[src/rtl/bwsd_pkg.sv]
// Shared types and constants for the battery window source detector.
`default_nettype none

package bwsd_pkg;

   localparam int SAMPLE_BITS = 16;
   localparam int COUNT_BITS  = 16;
   localparam int TIME_BITS   = 32;
   localparam int PCT_BITS    = 7;
   localparam int SUM_BITS    = SAMPLE_BITS + COUNT_BITS;
   localparam int NUM_BITS    = SUM_BITS + PCT_BITS;
   localparam int PREM_BITS   = NUM_BITS + 2;
   localparam int STEP_BITS   = $clog2(SAMPLE_BITS);
   localparam int PCT_STEPS   = PCT_BITS + 1;
   localparam int PQ_IDX_BITS = $clog2(PCT_BITS);

   localparam int CSR_INDEX_BITS = 3;
   localparam int CSR_DATA_BITS  = 32;

   localparam logic [CSR_INDEX_BITS-1:0] CSR_USB_THRESHOLD = 3'd0;
   localparam logic [CSR_INDEX_BITS-1:0] CSR_EMPTY_MV      = 3'd1;
   localparam logic [CSR_INDEX_BITS-1:0] CSR_FULL_MV       = 3'd2;
   localparam logic [CSR_INDEX_BITS-1:0] CSR_WINDOW_MS     = 3'd3;
   localparam logic [CSR_INDEX_BITS-1:0] CSR_USB_HOLD_MS   = 3'd4;
   localparam logic [CSR_INDEX_BITS-1:0] CSR_BATT_ABSENT   = 3'd5;

   localparam logic [SAMPLE_BITS-1:0] RST_USB_THRESHOLD = SAMPLE_BITS'(4500);
   localparam logic [SAMPLE_BITS-1:0] RST_EMPTY_MV      = SAMPLE_BITS'(3300);
   localparam logic [SAMPLE_BITS-1:0] RST_FULL_MV       = SAMPLE_BITS'(4200);
   localparam logic [TIME_BITS-1:0]   RST_WINDOW_MS     = TIME_BITS'(60000);
   localparam logic [TIME_BITS-1:0]   RST_USB_HOLD_MS   = TIME_BITS'(15000);

   localparam logic [SAMPLE_BITS-1:0] FLOOR_MV  = SAMPLE_BITS'(2500);
   localparam logic [PCT_BITS-1:0]    PCT_MAX   = PCT_BITS'(100);
   localparam logic [COUNT_BITS-1:0]  COUNT_MAX = {COUNT_BITS{1'b1}};

   localparam logic [STEP_BITS-1:0] AVG_TOP = STEP_BITS'(SAMPLE_BITS - 1);
   localparam logic [STEP_BITS-1:0] PCT_TOP = STEP_BITS'(PCT_STEPS - 1);

   typedef enum logic [3:0] {
      ST_IDLE,
      ST_ACCUM,
      ST_DECIDE,
      ST_MUL_A,
      ST_MUL_B,
      ST_AVG,
      ST_PCT_INIT,
      ST_PCT,
      ST_FINAL,
      ST_OUT
   } state_type;

   typedef enum logic [1:0] {
      RES_HOLD,
      RES_FRESH,
      RES_ABSENT
   } res_kind_type;

   typedef struct packed {
      logic                 load_in;
      logic                 accum;
      logic                 capture;
      logic                 mul_a;
      logic                 mul_b;
      logic                 avg_step;
      logic                 pct_init;
      logic                 pct_step;
      logic                 finish;
      logic                 set_kind;
      res_kind_type         kind;
      logic                 load_rsp;
      logic [STEP_BITS-1:0] step;
   } cmd_type;

   typedef struct packed {
      logic close;
      logic absent;
   } status_type;

endpackage

`default_nettype wire

[src/rtl/bwsd_ctrl.sv]
// Sequencer for the battery window source detector: handshakes and step control.
`default_nettype none

module bwsd_ctrl import bwsd_pkg::*; (
   input  logic       clock,
   input  logic       reset,
   input  logic       req_valid,
   output logic       req_ready,
   output logic       rsp_valid,
   input  logic       rsp_ready,
   input  status_type status,
   output cmd_type    cmd
);

   state_type            state_ff, state_in;
   logic [STEP_BITS-1:0] step_ff, step_in;
   logic                 rsp_valid_ff, rsp_valid_in;

   always_ff @(posedge clock) begin
      if (reset) begin
         state_ff     <= ST_IDLE;
         step_ff      <= '0;
         rsp_valid_ff <= 1'b0;
      end else begin
         state_ff     <= state_in;
         step_ff      <= step_in;
         rsp_valid_ff <= rsp_valid_in;
      end
   end

   always_comb begin
      cmd      = '0;
      cmd.step = step_ff;
      state_in = state_ff;
      step_in  = step_ff;
      unique case (state_ff)
         ST_IDLE: begin
            if (req_valid) begin
               cmd.load_in = 1'b1;
               state_in    = ST_ACCUM;
            end
         end
         ST_ACCUM: begin
            if (status.absent) begin
               cmd.set_kind = 1'b1;
               cmd.kind     = RES_ABSENT;
               state_in     = ST_OUT;
            end else begin
               cmd.accum = 1'b1;
               state_in  = ST_DECIDE;
            end
         end
         ST_DECIDE: begin
            if (status.close) begin
               cmd.capture = 1'b1;
               state_in    = ST_MUL_A;
            end else begin
               cmd.set_kind = 1'b1;
               cmd.kind     = RES_HOLD;
               state_in     = ST_OUT;
            end
         end
         ST_MUL_A: begin
            cmd.mul_a = 1'b1;
            state_in  = ST_MUL_B;
         end
         ST_MUL_B: begin
            cmd.mul_b = 1'b1;
            step_in   = AVG_TOP;
            state_in  = ST_AVG;
         end
         ST_AVG: begin
            cmd.avg_step = 1'b1;
            if (step_ff == '0) begin
               state_in = ST_PCT_INIT;
            end else begin
               step_in = step_ff - STEP_BITS'(1);
            end
         end
         ST_PCT_INIT: begin
            cmd.pct_init = 1'b1;
            step_in      = PCT_TOP;
            state_in     = ST_PCT;
         end
         ST_PCT: begin
            cmd.pct_step = 1'b1;
            if (step_ff == '0) begin
               state_in = ST_FINAL;
            end else begin
               step_in = step_ff - STEP_BITS'(1);
            end
         end
         ST_FINAL: begin
            cmd.finish   = 1'b1;
            cmd.set_kind = 1'b1;
            cmd.kind     = RES_FRESH;
            state_in     = ST_OUT;
         end
         ST_OUT: begin
            if (!rsp_valid_ff || rsp_ready) begin
               cmd.load_rsp = 1'b1;
               state_in     = ST_IDLE;
            end
         end
         default: begin
            state_in = ST_IDLE;
         end
      endcase
   end

   always_comb begin
      if (cmd.load_rsp) begin
         rsp_valid_in = 1'b1;
      end else if (rsp_ready) begin
         rsp_valid_in = 1'b0;
      end else begin
         rsp_valid_in = rsp_valid_ff;
      end
   end

   assign req_ready = (state_ff == ST_IDLE);
   assign rsp_valid = rsp_valid_ff;

endmodule

`default_nettype wire

[src/rtl/bwsd_dpath.sv]
// Datapath: config registers, window accumulators, multipliers, dividers, report.
`default_nettype none

module bwsd_dpath import bwsd_pkg::*; (
   input  logic                      clock,
   input  logic                      reset,
   input  logic                      csr_we,
   input  logic [CSR_INDEX_BITS-1:0] csr_index,
   input  logic [CSR_DATA_BITS-1:0]  csr_wdata,
   input  logic [SAMPLE_BITS-1:0]    req_sample_mv,
   input  logic [TIME_BITS-1:0]      req_now_ms,
   output logic                      rsp_on_external,
   output logic                      rsp_on_battery,
   output logic [PCT_BITS-1:0]       rsp_charge_percent,
   output logic [SAMPLE_BITS-1:0]    rsp_pack_mv,
   output logic                      rsp_refreshed,
   input  cmd_type                   cmd,
   output status_type                status
);

   // configuration
   logic [SAMPLE_BITS-1:0] thr_ff, empty_ff, full_ff;
   logic [TIME_BITS-1:0]   window_ff, hold_ff;
   logic                   absent_ff;

   always_ff @(posedge clock) begin
      if (reset) begin
         thr_ff    <= RST_USB_THRESHOLD;
         empty_ff  <= RST_EMPTY_MV;
         full_ff   <= RST_FULL_MV;
         window_ff <= RST_WINDOW_MS;
         hold_ff   <= RST_USB_HOLD_MS;
         absent_ff <= 1'b0;
      end else if (csr_we) begin
         unique case (csr_index)
            CSR_USB_THRESHOLD: thr_ff    <= csr_wdata[SAMPLE_BITS-1:0];
            CSR_EMPTY_MV:      empty_ff  <= csr_wdata[SAMPLE_BITS-1:0];
            CSR_FULL_MV:       full_ff   <= csr_wdata[SAMPLE_BITS-1:0];
            CSR_WINDOW_MS:     window_ff <= csr_wdata[TIME_BITS-1:0];
            CSR_USB_HOLD_MS:   hold_ff   <= csr_wdata[TIME_BITS-1:0];
            CSR_BATT_ABSENT:   absent_ff <= csr_wdata[0];
            default: ;
         endcase
      end
   end

   // item capture
   logic [SAMPLE_BITS-1:0] sample_ff;
   logic [TIME_BITS-1:0]   now_ff;

   always_ff @(posedge clock) begin
      if (cmd.load_in) begin
         sample_ff <= req_sample_mv;
         now_ff    <= req_now_ms;
      end
   end

   // window
   logic [TIME_BITS-1:0]   start_ff;
   logic [SUM_BITS-1:0]    sum_ff;
   logic [SAMPLE_BITS-1:0] peak_ff;
   logic [COUNT_BITS-1:0]  count_ff;

   always_ff @(posedge clock) begin
      if (reset) begin
         start_ff <= '0;
         sum_ff   <= '0;
         peak_ff  <= '0;
         count_ff <= '0;
      end else if (cmd.accum) begin
         if (count_ff == '0) begin
            start_ff <= now_ff;
            peak_ff  <= sample_ff;
         end else if (sample_ff > peak_ff) begin
            peak_ff <= sample_ff;
         end
         sum_ff   <= sum_ff + SUM_BITS'(sample_ff);
         count_ff <= count_ff + COUNT_BITS'(1);
      end else if (cmd.capture) begin
         sum_ff   <= '0;
         peak_ff  <= '0;
         count_ff <= '0;
      end
   end

   // report state
   logic                   rep_ext_ff, rep_present_ff, rep_valid_ff;
   logic [PCT_BITS-1:0]    rep_pct_ff;
   logic [SAMPLE_BITS-1:0] rep_mv_ff;

   // close decision
   logic                 saw;
   logic [TIME_BITS-1:0] elapsed, hold_sel;

   always_comb begin
      saw           = (peak_ff >= thr_ff);
      elapsed       = now_ff - start_ff;
      hold_sel      = rep_ext_ff ? hold_ff : window_ff;
      status.close  = !rep_valid_ff || (saw && !rep_ext_ff) || (elapsed >= hold_sel)
                      || (count_ff >= COUNT_MAX);
      status.absent = absent_ff;
   end

   // closed window arithmetic
   logic [SUM_BITS-1:0]    sum_q;
   logic [COUNT_BITS-1:0]  cnt_q;
   logic                   saw_q;
   logic [SUM_BITS-1:0]    base_ff, den_ff;
   logic                   span_ok_ff, pct_ok_ff;
   logic [NUM_BITS-1:0]    num_ff;
   logic [SUM_BITS-1:0]    rem_a_ff;
   logic [SAMPLE_BITS-1:0] avg_ff;
   logic [PREM_BITS-1:0]   rem_p_ff;
   logic [PCT_BITS-1:0]    pq_ff;
   logic                   ovf_ff;
   logic [SAMPLE_BITS-1:0] span;
   logic [SUM_BITS-1:0]    dsh_a;
   logic [PREM_BITS-1:0]   dsh_p;

   assign span  = full_ff - empty_ff;
   assign dsh_a = SUM_BITS'(cnt_q) << cmd.step;
   assign dsh_p = PREM_BITS'({den_ff, 1'b0}) << cmd.step;

   always_ff @(posedge clock) begin
      if (cmd.capture) begin
         sum_q <= sum_ff;
         cnt_q <= count_ff;
         saw_q <= saw;
      end
      if (cmd.mul_a) begin
         base_ff    <= SUM_BITS'(empty_ff) * SUM_BITS'(cnt_q);
         den_ff     <= (full_ff > empty_ff) ? SUM_BITS'(span) * SUM_BITS'(cnt_q) : '0;
         span_ok_ff <= (full_ff > empty_ff);
         rem_a_ff   <= sum_q;
         avg_ff     <= '0;
      end
      if (cmd.mul_b) begin
         pct_ok_ff <= span_ok_ff && (sum_q > base_ff);
         num_ff    <= NUM_BITS'(sum_q - base_ff) * NUM_BITS'(PCT_MAX);
      end
      if (cmd.avg_step) begin
         if (rem_a_ff >= dsh_a) begin
            rem_a_ff          <= rem_a_ff - dsh_a;
            avg_ff[cmd.step]  <= 1'b1;
         end
      end
      if (cmd.pct_init) begin
         rem_p_ff <= PREM_BITS'({num_ff, 1'b0}) + PREM_BITS'(den_ff);
         pq_ff    <= '0;
         ovf_ff   <= 1'b0;
      end
      if (cmd.pct_step) begin
         // top step only detects a quotient beyond the percent range
         if (cmd.step == PCT_TOP) begin
            ovf_ff <= (rem_p_ff >= dsh_p);
         end else if (rem_p_ff >= dsh_p) begin
            rem_p_ff                        <= rem_p_ff - dsh_p;
            pq_ff[cmd.step[PQ_IDX_BITS-1:0]] <= 1'b1;
         end
      end
   end

   logic [PCT_BITS-1:0] pct_val;
   logic                go_ext;

   always_comb begin
      if (!pct_ok_ff) begin
         pct_val = '0;
      end else if (ovf_ff || (pq_ff > PCT_MAX)) begin
         pct_val = PCT_MAX;
      end else begin
         pct_val = pq_ff;
      end
      go_ext = saw_q || (avg_ff < FLOOR_MV);
   end

   always_ff @(posedge clock) begin
      if (reset) begin
         rep_ext_ff     <= 1'b0;
         rep_present_ff <= 1'b0;
         rep_pct_ff     <= '0;
         rep_mv_ff      <= '0;
         rep_valid_ff   <= 1'b0;
      end else if (cmd.finish) begin
         rep_valid_ff <= 1'b1;
         if (go_ext) begin
            rep_ext_ff     <= 1'b1;
            rep_present_ff <= 1'b0;
            rep_pct_ff     <= '0;
            rep_mv_ff      <= '0;
         end else begin
            rep_ext_ff     <= 1'b0;
            rep_present_ff <= 1'b1;
            rep_pct_ff     <= pct_val;
            rep_mv_ff      <= avg_ff;
         end
      end
   end

   // result register
   res_kind_type kind_ff;

   always_ff @(posedge clock) begin
      if (cmd.set_kind) begin
         kind_ff <= cmd.kind;
      end
      if (cmd.load_rsp) begin
         case (kind_ff)
            RES_ABSENT: begin
               rsp_on_external    <= 1'b1;
               rsp_on_battery     <= 1'b0;
               rsp_charge_percent <= '0;
               rsp_pack_mv        <= '0;
               rsp_refreshed      <= 1'b0;
            end
            RES_FRESH: begin
               rsp_on_external    <= rep_ext_ff;
               rsp_on_battery     <= rep_present_ff;
               rsp_charge_percent <= rep_pct_ff;
               rsp_pack_mv        <= rep_mv_ff;
               rsp_refreshed      <= 1'b1;
            end
            default: begin
               rsp_on_external    <= rep_ext_ff;
               rsp_on_battery     <= rep_present_ff;
               rsp_charge_percent <= rep_pct_ff;
               rsp_pack_mv        <= rep_mv_ff;
               rsp_refreshed      <= 1'b0;
            end
         endcase
      end
   end

endmodule

`default_nettype wire

[src/rtl/battery_window_source_detector.sv]
// Top level of the battery window source detector.
// Each accepted poll (sample_mv, now_ms) yields exactly one result. A poll that
// leaves the window open passes the accumulate, decide and output steps; with
// battery_absent set, accumulate goes straight to output. A poll that closes the
// window adds the multiply steps MUL_A and MUL_B, a 16-step restoring divider for
// the window average and an 8-step divider for the rounded percent, run one after
// the other on the same sequencer. The result sits in an output register, so the
// next poll can be accepted while it waits for rsp_ready; a poll that reaches its
// output step while that register holds an untaken result stalls until rsp_ready.
// Configuration is to be written only while the block is idle; not enforced here.
`default_nettype none

module battery_window_source_detector import bwsd_pkg::*; (
   input  logic                      clock,
   input  logic                      reset,
   input  logic                      req_valid,
   output logic                      req_ready,
   input  logic [SAMPLE_BITS-1:0]    req_sample_mv,
   input  logic [TIME_BITS-1:0]      req_now_ms,
   output logic                      rsp_valid,
   input  logic                      rsp_ready,
   output logic                      rsp_on_external,
   output logic                      rsp_on_battery,
   output logic [PCT_BITS-1:0]       rsp_charge_percent,
   output logic [SAMPLE_BITS-1:0]    rsp_pack_mv,
   output logic                      rsp_refreshed,
   input  logic                      csr_we,
   input  logic [CSR_INDEX_BITS-1:0] csr_index,
   input  logic [CSR_DATA_BITS-1:0]  csr_wdata
);

   cmd_type    cmd;
   status_type status;

   bwsd_ctrl u_ctrl (
      .clock     (clock),
      .reset     (reset),
      .req_valid (req_valid),
      .req_ready (req_ready),
      .rsp_valid (rsp_valid),
      .rsp_ready (rsp_ready),
      .status    (status),
      .cmd       (cmd)
   );

   bwsd_dpath u_dpath (
      .clock              (clock),
      .reset              (reset),
      .csr_we             (csr_we),
      .csr_index          (csr_index),
      .csr_wdata          (csr_wdata),
      .req_sample_mv      (req_sample_mv),
      .req_now_ms         (req_now_ms),
      .rsp_on_external    (rsp_on_external),
      .rsp_on_battery     (rsp_on_battery),
      .rsp_charge_percent (rsp_charge_percent),
      .rsp_pack_mv        (rsp_pack_mv),
      .rsp_refreshed      (rsp_refreshed),
      .cmd                (cmd),
      .status             (status)
   );

`ifndef NO_ASSERTIONS
   a_source_exclusive: assert property (@(posedge clock) disable iff (reset)
      rsp_valid |-> !(rsp_on_external && rsp_on_battery))
      else $error("result reports both sources");

   a_external_zeroed: assert property (@(posedge clock) disable iff (reset)
      (rsp_valid && !rsp_on_battery) |-> (rsp_charge_percent == '0 && rsp_pack_mv == '0))
      else $error("percent or voltage set without battery");

   a_pct_range: assert property (@(posedge clock) disable iff (reset)
      rsp_valid |-> (rsp_charge_percent <= PCT_MAX))
      else $error("percent above range");

   a_busy_after_accept: assert property (@(posedge clock) disable iff (reset)
      (req_valid && req_ready) |=> !req_ready)
      else $error("ready while an item is in work");

   a_no_overwrite: assert property (@(posedge clock) disable iff (reset)
      cmd.load_rsp |-> (!rsp_valid || rsp_ready))
      else $error("result register overwritten before taken");
`endif

endmodule

`default_nettype wire
[config.mk]
export PLATFORM = sky130hd
export DESIGN_NAME = battery_window_source_detector
export DESIGN_NICKNAME = d
export VERILOG_FILES = /design/src/rtl/bwsd_pkg.sv /design/src/rtl/bwsd_ctrl.sv /design/src/rtl/bwsd_dpath.sv /design/src/rtl/battery_window_source_detector.sv
export SDC_FILE = /design/constraint.sdc
export NUM_CORES = 2
export LEC_CHECK = 0
export BUFFER_PORTS_ARGS = -buffer_cell sky130_fd_sc_hd__buf_4
export CAP_MARGIN = 30
export CELL_PAD_IN_SITES_DETAIL_PLACEMENT = 2
export CELL_PAD_IN_SITES_GLOBAL_PLACEMENT = 2
export CORE_ASPECT_RATIO = 1.75
export CORE_MARGIN = 3
export CORE_UTILIZATION = 37
export DETAILED_ROUTE_END_ITERATION = 12
export PLACE_DENSITY = 0.89
export SLEW_MARGIN = 30
export SYNTH_ARGS = -nofsm -noshare
export SYNTH_HDL_FRONTEND = slang
export SYNTH_HIERARCHICAL = 1
export SYNTH_SLANG_ARGS = --single-unit
[constraint.sdc]
create_clock -name clock -period 10.78 [get_ports clock]
set_clock_uncertainty 0.15 [all_clocks]
set_input_delay 1.078 -clock clock [delete_from_list [all_inputs] [get_ports clock]]
set_output_delay 1.078 -clock clock [all_outputs]
set_load 0.01 [all_outputs]
==> results.yml <==
floorplan:
  initial_core_util_pct: 37.4
  fp.dieH_um: 511
  io_pins: 116
  fp-row-count: 184
  dieArea_mm2: 0.150
  die_x_um: 294
  core_mm2: 0.144
min_path:
  whs_path_depth: 2
  hp-class: "reg -> reg"
timing:
  post-route-min-period_ps: 10380
  period_share_pct: 96.3
  max_freq_mhz: 96.4
  finalSetupViolations: 0
  setup_tns_ps: 0
  finalMaxSlewViolations: 0
  relSlewSlack_pct: 22.2
  rsz0062_at_grt: "no"
  tightestPinTransition_ps: 1140
  hold_viol_final: 0
global_routing:
  antenna_found_initial: 16
  gr-total-overflow: 0
  grt_max_degree: 145
  grt_pass1_wl_mm: 389
  grt_use_total_pct: 34.8
  grt_pass1_vias: 59399
placed_design:
  dp_hpwl_mm: 185
  portBuffers: 115
  place.gp.congestion: 0.950
synth:
  synthAdderAreaFrac_pct: 29.0
  synth-xor-area-share_pct: 4.44
  synth_area_mm2: 0.0539
  synth_simple_gate_area_share_pct: 16.4
  synth_top_family_by_area: "adder cells"
  async_flop_share_pct: 0
  syn_nets: 7182
  yosysWarnings: 6
  synth_edf_count: 228
  synth_seq_area_share_pct: 25.3
  synth_compound_area_share_pct: 14.4
  avgSynthCellArea_um2: 8.83
  synth_mux_area_share_pct: 3.56
  synth_top_cell_area_share_pct: 15.8
  netlist_instances: 6100
  ys_types: 95
  ys_ff_latch: 568
  synthTopCellsByArea: "fa_1 16%, ha_1 13%, edfxtp_1 13%"
  synth_top_flop_cell: "dfxtp_1"
  synth_top_cell_by_area: "fa_1"
run:
  drv_cap: 0
clock_tree:
  post-cts-setup-buffers: 0
  cts_tree: "built"
  cts_sinks: 568
  clock_tree.root_cell: "clkbuf_16"
  numCtsBuffers: 59
  ctsHoldBuffers: 0
  clkLatencyLatePin_ps: 770
  htreeDepth: 2
  clock_path_buffers: 3
  cts.clk_slew.worst_paths_ps: 90
setup_path:
  slowest_delay_ps: 580
  critPathCaptureType: "flop"
  critPathMaxFanout: 18
  cp_num_buf_inv: 4
  arrival_ps: 10690
  cp_common_cell: "fa_1"
  r2r_cells: 33
  start_kind: "flop"
  cp.depth: 33
  worst_path_max_delay_cell: "fa_1"
  required_ps: 11090
  crit_family: "adder cells"
  critical_path_class: "reg -> reg"
layout:
  fillerInstances: 15705
  drive_gt1_share_pct: 6.84
  syn_to_final_growth_pct: 9.44
  fin_util_pct: 40.9
  nets: 7169
drt:
  route.detailed.drc: 0
  drt_iter0_drc: 3176
  met1_length_mm: 79.6
  wl_met2_mm: 133
  topRoutingLayerUsed: "met5"
  dr.pass1.iters: 5
  wl_met3_mm: 16.7
  routed_wl_mm: 265
  num_vias: 49930
  postRouteAntennaNets: 0
  vias_per_cell: 6.24
  wl_per_cell_um: 33.2
power:
  p_leak_uw: 0.0258
  power_density_mw_per_mm2: 281
  ir_drop_uv: 219
outcome:
  status: "finished, final reports clean"
synthesized netlist by cell type (all sizes together), types with 21 or more instances:
library cell / n
a211oi: 46
a21o: 138
a21oi: 460
a22o: 23
a22oi: 23
a31oi: 26
and2: 222
and3: 37
buf: 39
clkbuf: 229
dfxtp: 340
edfxtp: 228
fa: 426
ha: 568
inv: 698
mux2i: 121
mux4: 22
nand2: 853
nand2b: 50
nand3: 91
nand4: 37
nor2: 343
nor2b: 73
nor3: 75
o211ai: 45
o21a: 36
o21ai: 210
o21bai: 34
o31ai: 21
or2: 25
or3: 40
xnor2: 157
xor2: 116
registers in the layout, summed over array words and instances (netlist names), 16 cells and up:
name / count
u_dpath/rem_p_ff: 40
u_dpath/num_ff: 37
u_dpath/base_ff: 32
u_dpath/den_ff: 32
u_dpath/hold_ff: 32
u_dpath/now_ff: 32
u_dpath/rem_a_ff: 32
u_dpath/start_ff: 32
u_dpath/sum_ff: 32
u_dpath/sum_q: 32
u_dpath/window_ff: 32
u_dpath/avg_ff: 16
u_dpath/cnt_q: 16
u_dpath/count_ff: 16
u_dpath/empty_ff: 16
u_dpath/full_ff: 16
u_dpath/peak_ff: 16
u_dpath/rep_mv_ff: 16
u_dpath/rsp_pack_mv: 16
u_dpath/sample_ff: 16
u_dpath/thr_ff: 16
metrics by stage:
| step | hold slack [ps] | worst slack [ps] | area, um2 | power [uW] | cells |
|---|---|---|---|---|---|
| finish | 316 | 402 | 59000 | 16500 | 8005 |
| global route | 310 | 90.5 | 59000 | 17400 | 7999 |
| CTS | 318 | 5.44 | 58900 | 16000 | 7995 |
| detailed placement | 286 | 324 | 56700 | 13100 | 7883 |
| global placement | 271 | 1200 | 56700 | 11900 | 7883 |
| floorplan | 258 | 423 | 53900 | 9620 | 6100 |
logic make-up after synthesis:
logic type,count (synthesis)
AO/OA/AOI/OAI,1229
XOR/XNOR,273
adder cells (fa/ha/maj),994
buffers and inverters,970
flip-flops,568
multiplexers,162
AND/OR/NAND/NOR,1904
tightest hold or removal path: stages, from the launching register on:
cell and delay, ps:
dfxtp_1 310, nand2_1 50, a21oi_1 50
final timing paths:
| kind | start | endpoint | slack (ps) |
|---|---|---|---|
| max reg2reg | u_dpath/empty_ff[0]$_SDFFE_PP0P_ | u_dpath/den_ff[29]$_SDFFCE_PN0P_ | 400 |
| min | u_dpath/start_ff[1]$_SDFFE_PP0P_ | u_dpath/start_ff[1]$_SDFFE_PP0P_ | 320 |
| max | u_dpath/empty_ff[0]$_SDFFE_PP0P_ | u_dpath/den_ff[29]$_SDFFCE_PN0P_ | 400 |
| min reg2reg | u_dpath/start_ff[1]$_SDFFE_PP0P_ | u_dpath/start_ff[1]$_SDFFE_PP0P_ | 320 |
cell usage in the layout, fill, tap and decap left out, drive strengths merged, types with 138 or more instances in the layout:
cell      n
o21ai   210
nand2   853
xnor2   157
edfxtp  228
buf     194
and2    222
inv     709
a21o    138
dfxtp   340
ha      568
a21oi   460
fa      426
nor2    343
report_power, final:
| group | switching [uW] | internal (uW) | total, uW | leakage [uW] |
|---|---|---|---|---|
| clock network | 1110 | 1240 | 2360 | 0.00102 |
| logic | 7150 | 3960 | 11100 | 0.0198 |
| registers | 274 | 2810 | 3090 | 0.00489 |
| total | 8530 | 8020 | 16500 | 0.0258 |
area by class of cell:
class                   count  area, um2  area share, %
multi-input cells        4562      36700           62.3
diodes                      7       17.5         0.0297
well taps                1860       2330           3.95
clock buffers              70       1580           2.68
repair buffers            194       1490           2.52
inverters                 702       2640           4.47
clock inverters            42        522          0.885
flip-flops and latches    568      13700           23.2
timing repair:
item,in CTS,in global routing
gates resized for setup,3,8
endpoints found under the setup margin,7,7
hold endpoints to repair,0,0
routing by layer:
| metal | vias to the layer above | track usage (%) |
|---|---|---|
| li1 | 20554 | - |
| met1 | 25154 | 29.8 |
| met2 | 2555 | 62.1 |
| met3 | 1653 | 8.84 |
| met4 | 14 | 37.6 |
| met5 | - | 0 |
No activity file was read; power rests on OpenSTA's default activity.
